==> src/sv/rdpd_pkg.sv <==
// ----------------------------------------------------------------------------
// rdpd_pkg
// shared types and constants for the rotary dial pulse decoder
// ----------------------------------------------------------------------------
package rdpd_pkg;

   localparam int TIME_WIDTH = 32;
   localparam int NOW_WIDTH  = 32;
   localparam int CFG_WIDTH  = 16;
   localparam int CNT_WIDTH  = 4;
   localparam int IDX_WIDTH  = 3;

   localparam int REQ_DATA_WIDTH = 40;
   localparam int RSP_DATA_WIDTH = 8;

   typedef logic [TIME_WIDTH-1:0] time_type;
   typedef logic [CFG_WIDTH-1:0]  cfg_word_type;
   typedef logic [CNT_WIDTH-1:0]  count_type;

   typedef enum logic [IDX_WIDTH-1:0] {
      REG_MIN_CLOSURE = 3'd0,
      REG_MIN_OPEN    = 3'd1,
      REG_MAX_OPEN    = 3'd2,
      REG_MIN_PERIOD  = 3'd3,
      REG_MAX_PERIOD  = 3'd4,
      REG_MAX_PULSES  = 3'd5,
      REG_INTERDIGIT  = 3'd6,
      REG_SETTLE      = 3'd7
   } reg_index_type;

   typedef enum logic {
      CMD_LOOP_CHANGE = 1'b0,
      CMD_POLL        = 1'b1
   } command_type;

   localparam cfg_word_type RST_MIN_CLOSURE = 16'd25;
   localparam cfg_word_type RST_MIN_OPEN    = 16'd53;
   localparam cfg_word_type RST_MAX_OPEN    = 16'd125;
   localparam cfg_word_type RST_MIN_PERIOD  = 16'd84;
   localparam cfg_word_type RST_MAX_PERIOD  = 16'd125;
   localparam count_type    RST_MAX_PULSES  = 4'd10;
   localparam cfg_word_type RST_INTERDIGIT  = 16'd400;
   localparam cfg_word_type RST_SETTLE      = 16'd500;

   localparam count_type COUNT_SATURATE = 4'd15;
   localparam count_type DIGIT_BASE     = 4'd10;

   typedef struct packed {
      cfg_word_type min_closure;
      cfg_word_type min_open;
      cfg_word_type max_open;
      cfg_word_type min_period;
      cfg_word_type max_period;
      count_type    max_pulses;
      cfg_word_type interdigit;
      cfg_word_type settle;
   } cfg_type;

   typedef struct packed {
      command_type command;
      time_type    now;
      logic        loop_closed;
   } item_type;

   typedef struct packed {
      logic      digit_valid;
      count_type digit;
   } result_type;

endpackage

==> src/sv/rdpd_csr.sv <==
// ----------------------------------------------------------------------------
// rdpd_csr
// configuration register file with write-only access
// ----------------------------------------------------------------------------
module rdpd_csr (
   input  logic                         clock,
   input  logic                         reset,
   input  logic                         csr_we,
   input  logic [rdpd_pkg::IDX_WIDTH-1:0] csr_index,
   input  logic [rdpd_pkg::CFG_WIDTH-1:0] csr_wdata,
   output rdpd_pkg::cfg_type            cfg
);
   import rdpd_pkg::*;

   cfg_type cfg_ff, cfg_in;

   always_comb begin
      cfg_in = cfg_ff;
      if (csr_we) begin
         unique case (reg_index_type'(csr_index))
            REG_MIN_CLOSURE: cfg_in.min_closure = csr_wdata;
            REG_MIN_OPEN:    cfg_in.min_open    = csr_wdata;
            REG_MAX_OPEN:    cfg_in.max_open    = csr_wdata;
            REG_MIN_PERIOD:  cfg_in.min_period  = csr_wdata;
            REG_MAX_PERIOD:  cfg_in.max_period  = csr_wdata;
            REG_MAX_PULSES:  cfg_in.max_pulses  = csr_wdata[CNT_WIDTH-1:0];
            REG_INTERDIGIT:  cfg_in.interdigit  = csr_wdata;
            REG_SETTLE:      cfg_in.settle      = csr_wdata;
            default:         cfg_in = cfg_ff;
         endcase
      end
   end

   always_ff @(posedge clock) begin
      if (reset) begin
         cfg_ff.min_closure <= RST_MIN_CLOSURE;
         cfg_ff.min_open    <= RST_MIN_OPEN;
         cfg_ff.max_open    <= RST_MAX_OPEN;
         cfg_ff.min_period  <= RST_MIN_PERIOD;
         cfg_ff.max_period  <= RST_MAX_PERIOD;
         cfg_ff.max_pulses  <= RST_MAX_PULSES;
         cfg_ff.interdigit  <= RST_INTERDIGIT;
         cfg_ff.settle      <= RST_SETTLE;
      end else begin
         cfg_ff <= cfg_in;
      end
   end

   assign cfg = cfg_ff;

endmodule

==> src/sv/rdpd_engine.sv <==
// ----------------------------------------------------------------------------
// rdpd_engine
// pulse qualifier, pulse counter and digit poll logic with decoder state
// ----------------------------------------------------------------------------
module rdpd_engine (
   input  logic                 clock,
   input  logic                 reset,
   input  rdpd_pkg::cfg_type    cfg,
   input  logic                 fire,
   input  rdpd_pkg::item_type   item,
   output rdpd_pkg::result_type result
);
   import rdpd_pkg::*;

   logic      awaiting_ff, awaiting_in;
   time_type  last_edge_ff, last_edge_in;
   time_type  last_pulse_ff, last_pulse_in;
   time_type  last_poll_ff, last_poll_in;
   count_type count_ff, count_in;
   logic      taken_ff, taken_in;

   time_type  width;
   time_type  period;
   time_type  poll_gap;
   time_type  settle_gap;
   logic      pulse_ok;

   assign width      = item.now - last_edge_ff;
   assign period     = item.now - last_pulse_ff;
   assign poll_gap   = item.now - last_poll_ff;
   assign settle_gap = item.now - last_pulse_ff;

   assign pulse_ok = item.loop_closed
                  && (width > time_type'(cfg.min_open))
                  && (width < time_type'(cfg.max_open));

   always_comb begin
      awaiting_in   = awaiting_ff;
      last_edge_in  = last_edge_ff;
      last_pulse_in = last_pulse_ff;
      last_poll_in  = last_poll_ff;
      count_in      = count_ff;
      taken_in      = taken_ff;
      result        = '0;

      if (item.command == CMD_LOOP_CHANGE) begin
         last_edge_in = item.now;
         if (item.now >= last_edge_ff) begin
            if (!awaiting_ff) begin
               if (!item.loop_closed && (width > time_type'(cfg.min_closure))) begin
                  awaiting_in = 1'b1;
               end
            end else begin
               awaiting_in = 1'b0;
               if (pulse_ok) begin
                  last_pulse_in = item.now;
                  if (item.now < last_pulse_ff) begin
                     count_in = '0;
                  end else if (period >= time_type'(cfg.min_period)) begin
                     if ((period > time_type'(cfg.max_period))
                         || (count_ff > cfg.max_pulses)
                         || (count_ff == COUNT_SATURATE)) begin
                        count_in = count_type'(1);
                        taken_in = 1'b0;
                     end else begin
                        count_in = count_ff + count_type'(1);
                     end
                  end
               end
            end
         end
      end else begin
         if (item.now < last_poll_ff) begin
            last_poll_in = item.now;
         end else if (poll_gap >= time_type'(cfg.interdigit)) begin
            last_poll_in = item.now;
            if ((item.now >= last_pulse_ff) && (count_ff != '0)
                && (settle_gap >= time_type'(cfg.settle)) && !taken_ff) begin
               taken_in           = 1'b1;
               result.digit_valid = 1'b1;
               result.digit       = (count_ff >= DIGIT_BASE) ? count_ff - DIGIT_BASE
                                                             : count_ff;
            end
         end
      end
   end

   always_ff @(posedge clock) begin
      if (reset) begin
         awaiting_ff   <= 1'b0;
         last_edge_ff  <= '0;
         last_pulse_ff <= '0;
         last_poll_ff  <= '0;
         count_ff      <= '0;
         taken_ff      <= 1'b0;
      end else if (fire) begin
         awaiting_ff   <= awaiting_in;
         last_edge_ff  <= last_edge_in;
         last_pulse_ff <= last_pulse_in;
         last_poll_ff  <= last_poll_in;
         count_ff      <= count_in;
         taken_ff      <= taken_in;
      end
   end

endmodule

==> src/sv/rotary_dial_pulse_decoder_core.sv <==
// ----------------------------------------------------------------------------
// rotary_dial_pulse_decoder_core
// rotary dial pulse decoder: loop change and digit poll words in, one result
// word out per input word
// ----------------------------------------------------------------------------
// data path: an accepted word is held in the input register, then the engine
//    update writes its result into the result register
// throughput: one word per cycle, limited only by the result handshake
// reset: synchronous; registers return to their defaults, decoder state and
//    both pipeline stages are cleared
module rotary_dial_pulse_decoder_core (
   input  logic                                clock,
   input  logic                                reset,
   input  logic                                req_tvalid,
   output logic                                req_tready,
   // now_ms [31:0], loop_closed [32], zero fill
   input  logic [rdpd_pkg::REQ_DATA_WIDTH-1:0] req_tdata,
   // command [0]
   input  logic                                req_tuser,
   output logic                                rsp_tvalid,
   input  logic                                rsp_tready,
   // digit [3:0], zero fill
   output logic [rdpd_pkg::RSP_DATA_WIDTH-1:0] rsp_tdata,
   // digit_valid [0]
   output logic                                rsp_tuser,
   input  logic                                csr_we,
   input  logic [rdpd_pkg::IDX_WIDTH-1:0]      csr_index,
   input  logic [rdpd_pkg::CFG_WIDTH-1:0]      csr_wdata
);
   import rdpd_pkg::*;

   cfg_type    cfg;
   item_type   item_ff;
   logic       item_valid_ff;
   result_type result;
   result_type rsp_ff;
   logic       rsp_valid_ff;
   logic       out_advance;
   logic       req_fire;

   assign out_advance = !rsp_valid_ff || rsp_tready;
   assign req_tready  = !item_valid_ff || out_advance;
   assign req_fire    = req_tvalid && req_tready;

   rdpd_csr u_csr (
      .clock     (clock),
      .reset     (reset),
      .csr_we    (csr_we),
      .csr_index (csr_index),
      .csr_wdata (csr_wdata),
      .cfg       (cfg)
   );

   rdpd_engine u_engine (
      .clock  (clock),
      .reset  (reset),
      .cfg    (cfg),
      .fire   (item_valid_ff && out_advance),
      .item   (item_ff),
      .result (result)
   );

   always_ff @(posedge clock) begin
      if (reset) begin
         item_valid_ff <= 1'b0;
      end else if (req_tready) begin
         item_valid_ff <= req_tvalid;
      end
   end

   always_ff @(posedge clock) begin
      if (req_fire) begin
         item_ff.command     <= command_type'(req_tuser);
         item_ff.now         <= time_type'(req_tdata[NOW_WIDTH-1:0]);
         item_ff.loop_closed <= req_tdata[NOW_WIDTH];
      end
   end

   always_ff @(posedge clock) begin
      if (reset) begin
         rsp_valid_ff <= 1'b0;
      end else if (out_advance) begin
         rsp_valid_ff <= item_valid_ff;
      end
   end

   always_ff @(posedge clock) begin
      if (out_advance && item_valid_ff) begin
         rsp_ff <= result;
      end
   end

   assign rsp_tvalid = rsp_valid_ff;
   assign rsp_tuser  = rsp_ff.digit_valid;
   assign rsp_tdata  = {{(RSP_DATA_WIDTH - CNT_WIDTH){1'b0}}, rsp_ff.digit};

endmodule

==> config.mk <==
export PLATFORM = sky130hd
export DESIGN_NAME = rotary_dial_pulse_decoder_core
export DESIGN_NICKNAME = d
export VERILOG_FILES = /design/src/sv/rdpd_pkg.sv /design/src/sv/rdpd_csr.sv /design/src/sv/rdpd_engine.sv /design/src/sv/rotary_dial_pulse_decoder_core.sv
export SDC_FILE = /design/constraint.sdc
export NUM_CORES = 1
export LEC_CHECK = 0
export BUFFER_PORTS_ARGS = -buffer_cell sky130_fd_sc_hd__buf_2
export CORE_UTILIZATION = 25
export CTS_CLUSTER_SIZE = 8
export DETAILED_ROUTE_END_ITERATION = 10
export GPL_ROUTABILITY_DRIVEN = 0
export PLACE_DENSITY = 0.35
export SYNTH_ARGS = -nofsm -noshare
export SYNTH_HDL_FRONTEND = slang
export SYNTH_HIERARCHICAL = 1
export SYNTH_SLANG_ARGS = --single-unit
==> constraint.sdc <==
create_clock -name clock -period 11.8 [get_ports clock]
set_input_delay 1.18 -clock clock [delete_from_list [all_inputs] [get_ports clock]]
set_output_delay 1.18 -clock clock [all_outputs]
set_load 0.01 [all_outputs]
Word-level counts from Yosys, hierarchy flattened
Cells that the tools add are included.

operators by class
  $add $sub $neg = 5
  magnitude comparators = 13
  equal/unequal tests = 12
  mux-type cells = 19
  bitwise operators = 3
  reduce and logical (&&, ||, !) cells = 41

operators with widths
  kind                                                              count
  32-bit by 16-bit greater-or-equal comparator with 1-bit output    3
  32-bit by 16-bit greater-than comparator with 1-bit output        3
  32-bit subtractor                                                 3
  32-bit greater-or-equal comparator                                2
  32-bit less-than comparator                                       2
  32-bit 2-to-1 mux                                                 2
  32-bit by 16-bit less-than comparator with 1-bit output           1
  2-bit AND reduction                                               9
  4-bit 2-to-1 mux                                                  4
  2-bit nonzero test                                                7
  3-bit == test (second input constant)                             4
  1-bit 2-to-1 mux                                                  12
  10-bit AND reduction                                              1
  1-bit logical AND                                                 8
  3-bit by 2-bit == test with 1-bit output (second input constant)  2
  3-bit AND reduction                                               2
  6-bit AND reduction                                               1
  5-bit 2-to-1 mux                                                  1
  5-bit AND reduction                                               1
  4-bit by 1-bit adder with 4-bit output (second input constant)    1
  4-bit == test (second input constant)                             1
  4-bit greater-or-equal comparator (second input constant)         1
  4-bit greater-than comparator                                     1
  1-bit logical NOT                                                 4
  other kinds (10)                                                  17

storage, ports and cells
  register bits after elaboration = 259
  bits of input ports = 65
  output and inout port bits = 11
  word-level logic and storage cells = 114

Depth between registers and ports, before layout
  depth in word-level cells = 11
  mapped depth = 24
  gate-level depth less buffers = 22

By module
The synthesis kept the hierarchy.

modules (own cells, without submodules)
  module                          instances  cells an instance  area each (sq um)  seq. area each (sq um)
  rdpd_engine                     1          1834               13113.8            2042.0
  rdpd_csr                        1          414                4536.9             2322.2
  rotary_dial_pulse_decoder_core  1          54                 1308.8             1211.2

Least setup slack after synthesis
OpenSTA, ideal clock, no wires.

  path type = reg2reg
  start point = register item_ff[1] (netlist name)
  end point = register u_engine.last_poll_ff[1]
  arrival = 4441 ps
  required time = 11672 ps
  path slack = 7231 ps
  stages on the path, launching flop included = 22
  path buffers = 1
  period minus slack after synthesis = 4569 ps
  path through = edfxtp_1 inv_1 ha_1 inv_1 fa_1 a21o_1 a311o_1 a211oi_1 or2_2 xnor2_1 ha_1 nand3_1 o2111ai_1 nor4_1 nand4_1 nor4b_1 and4_1 nand4_1 o211ai_1 buf_4 mux2i_1 nor2_1

on the way
  cells in the longest elaborated chain, start to end = 4
  elaborated cells between the ends (all ways) = 6
  those cells by class = 1 x add/sub; 2 x order compare; 1 x mux; 2 x reduce/logical

ends and longest elaborated chain
  what                                                            RTL line                              source
  start: declaration                                              rotary_dial_pulse_decoder_core.sv:33  item_type item_ff;
  32-bit subtractor                                               rdpd_engine.sv:30                     assign poll_gap = item.now - last_poll_ff;
  32-bit by 16-bit greater-or-equal comparator with 1-bit output  rdpd_engine.sv:75                     end else if (poll_gap >= time_type'(cfg.interdigit)) begin
  2-bit nonzero test (no source line)                             n/a
  3-bit AND reduction (no source line)                            n/a
  end signal: assignment                                          rdpd_engine.sv:100                    last_poll_ff <= last_poll_in;
  end: declaration                                                rdpd_engine.sv:18                     time_type last_poll_ff, last_poll_in;

Parallel ways exist; a longest one is shown, timed or not.
A chain may end at the register's enable or synchronous reset.

Worst setup path after layout
  start point = register item_ff[2] (netlist name)
  end point = register u_engine.last_poll_ff[15]

The elaborated chain is that of the path after synthesis.

==> flow_summary_export.csv <==
group,metric,value,unit
timing,skew,21.4,ps
timing,finalSetupViolations,0,
place,dp_hpwl,46.0,mm
finish,final_nets,2596,
global_routing,grt_overflow,0,
clock_network,clock_latency,560,ps
floorplanning,die_w,277,um
finish,area_growth,12.4,%
worst_setup_path,crit_path_end_kind,"flip-flop",
worst_setup_path,cp_data_arrival_time,6140,ps
power_and_ir_drop,leakagePower,8.92,nW
clock_network,cts_root_buffer,"clkbuf_16",
yosys,synthTopCellsByArea,"dfxtp_1 (23%), ha_1 (14%), mux2i_1 (8.3%), edfxtp_1 (6.2%), a21oi_1 (5.0%)",
flow_run,drv_cap,0,
worst_setup_path,crit_fanout,32,
yosys,yosysWarnings,6,
global_routing,grt_pass1_vias,15800,
timing,min_period,5730,ps
routing,drt-initial-drc-count,805,
yosys,synth-edff-count,39,
global_routing,grt_pass1_wl,92.8,mm
yosys,synth_top_cell_by_area,"dfxtp_1",
clock_network,cts_resized,0,
routing,drt_drc_violations_left,0,
timing,timing.hold.ws,451,ps
routing,antenna_left,0,
clock_network,cts_buffers,40,
clock_network,cts_setup_buffers,0,
yosys,synth_most_common_cell,"inv_1",
worst_setup_path,startpoint_type,"flip-flop",
hold_path,hp-class,"flip-flop to flip-flop",
worst_setup_path,crit_type,"flip-flop to flip-flop",
floorplanning,fp.dieH,277,um
finish,diodes,0,
floorplanning,initial_core_util,25.4,%
power_and_ir_drop,peakVddDrop,100,uV
timing,relSlewSlack,26.1,%
routing,wirelength,60.4,mm
global_routing,track_usage,15.5,%
yosys,syn_avg_cell_area,8.24,um2
worst_setup_path,crit_slowest_cell,"a2111oi_0",
clock_network,cts-htree-levels,2,
run_status,status,"finished clean",
yosys,ys_types,91,
routing,vias_per_cell,4.83,
clock_network,clock_path_buffers,3,
timing,final-hold-violation-count,0,
timing,finalCritPeriodShare,48.5,%
yosys,syn_area,0.0190,mm2
clock_network,path_clk_slew,50,ps
timing,maxSlewViolCount,0,
floorplanning,dieArea,0.0769,mm2
yosys,synthTopCellsByCount,"inv_1 (244), nor2_1 (224), dfxtp_1 (220)",
timing,rsz0062_at_grt,"false",
power_and_ir_drop,power_density,123,mW/mm2
yosys,synth.top_cell.area_share,23.2,%
routing,wire_per_inst,18.3,um
clock_network,clock-sinks,259,
place,io_buffers,64,
floorplanning,design.core.area,0.0747,mm2
timing,max_freq,175,MHz
global_routing,grt_max_degree,180,
yosys,synth_cells,2302,
finish,drive_gt1_share,6.69,%
worst_setup_path,critical_path.cell_chain,"ha_1, nor2b_1, o2111ai_1, a2111oi_0, nor3_1, o21ai_0, xor2_1, ha_1, a211oi_1, o211ai_1, nor4_1, nand4_1, nor4b_1, and4_1, nand4_1, o211ai_1, buf_4, mux2i_1, nor2_1",
worst_setup_path,critPathRequiredTime,12210,ps
clock_network,cts_hold_buf,0,
worst_setup_path,critPathTopFamily,"compound AO/OA/AOI/OAI gates",
yosys,ys_seq_area_share,29.4,%
yosys,ys_seq_elements,259,
timing,tns,0,ps
floorplanning,io_pins,76,
worst_setup_path,path_buf_inv,1,
clock_network,cts_tree,"yes",
floorplanning,num_rows,100,
yosys,synth_async_sr_flop_share,0,%
routing,drtPass1Iterations,6,
worst_setup_path,max_stage_delay,750,ps
yosys,yosys_most_used_dff,"dfxtp_1",
routing,num_vias,15900,
global_routing,antenna_found_initial,3,
timing,worst_pin_slew,1090,ps
cell type report:
| class | instances | area (um2) |
|---|---|---|
| Fill cell | 8003 | 53400 |
| Multi-Input combinational cell | 1690 | 12000 |
| Sequential cell | 259 | 5580 |
| Tap cell | 969 | 1210 |
| Clock buffer | 58 | 1110 |
| Inverter | 244 | 916 |
| Timing Repair Buffer | 77 | 437 |
| Clock inverter | 4 | 83.8 |
through the flow:
step           instances  utilization [%]  area (um2)  setup WS, ps  power [mW]
6_report            3301             28.5       21300          6070        2.62
5_1_grt             3301             28.5       21300          5550        2.78
4_1_cts             3301             28.5       21300          6020        2.68
3_5_place_dp        3239             26.9       20100          6050        1.54
3_3_place_gp        3239             26.9       20100          6030        1.53
2_1_floorplan       2305                -       19000          7230        1.36
logic make-up after synthesis:
logic type,after synthesis,share of synthesized area (%)
AO/OA/AOI/OAI,545,18.5
XOR/XNOR,60,2.77
adder cells (fa/ha/maj),219,14.6
buffers and inverters,356,7.63
flip-flops,259,29.4
multiplexers,160,8.46
other,1,0.0198
AND/OR/NAND/NOR,702,18.6
metal layers:
layer / part of all wire, % / track usage, % / vias up / wire length, um
met4: 2.2 / 4.10 / 0 / 1300
met2: 47 / 26.4 / 228 / 28400
met1: 48 / 20.5 / 7528 / 28900
li1: - / - / 8103 / -
met5: 0 / 0 / - / 0
met3: 2.9 / 1.74 / 76 / 1770
registers in the layout, summed over array words and instances, names as in the netlist, 4 cells and up:
name	flops
item_ff	34
rsp_tdata	4
u_csr/cfg	116
u_engine/count_ff	4
u_engine/last_edge_ff	32
u_engine/last_poll_ff	32
u_engine/last_pulse_ff	32
worst min-delay path: cells and delay by family (launching register included):
kind	cells	cell delay [ps]
simple gates	1	50
flops	1	300
compound gates	1	50
power breakdown:
group	internal, mW	leakage, nW	total (mW)	switching, mW
combinational	0.219	6.19	0.562	0.343
sequential	0.923	2.16	0.951	0.0276
clock	0.669	0.570	1.10	0.436
total	1.81	8.92	2.62	0.806
layout by cell type, fill, tap and decap left out, types with 6 or more instances in the layout:
master and n:
a211oi_1 22, and4_1 9, buf_4 12, nor2_1 224
o2111ai_1 12, nand3_1 32, clkbuf_16 41, ha_1 216
xor2_1 16, a21o_1 68, nor2b_1 19, nor3_1 22
nand2_1 158, a21oi_1 191, nor4_1 12, mux2i_1 158
o21ai_0 92, a31oi_1 15, buf_2 63, nand2b_1 118
and2_1 8, clkbuf_1 15, o211ai_1 15, o21a_1 20
a2111oi_0 7, nand4_1 46, and3_1 6, inv_1 244
xnor2_1 44, a221oi_1 8, o21bai_1 11, edfxtp_1 39
o31ai_1 13, dfxtp_1 220
path summary, 6_finish.rpt:
kind / from / end / slack, ps / cells after the start
worst max-delay path: item_ff[2] / u_engine/last_poll_ff[15] / 6070 / 19
worst min-delay path: u_engine/last_edge_ff[24] / u_engine/last_edge_ff[24] / 450 / 2
worst max register to register: item_ff[2] / u_engine/last_poll_ff[15] / 6070 / 19
worst min register to register: u_engine/last_edge_ff[24] / u_engine/last_edge_ff[24] / 450 / 2
(Power assumes the default switching activity.)
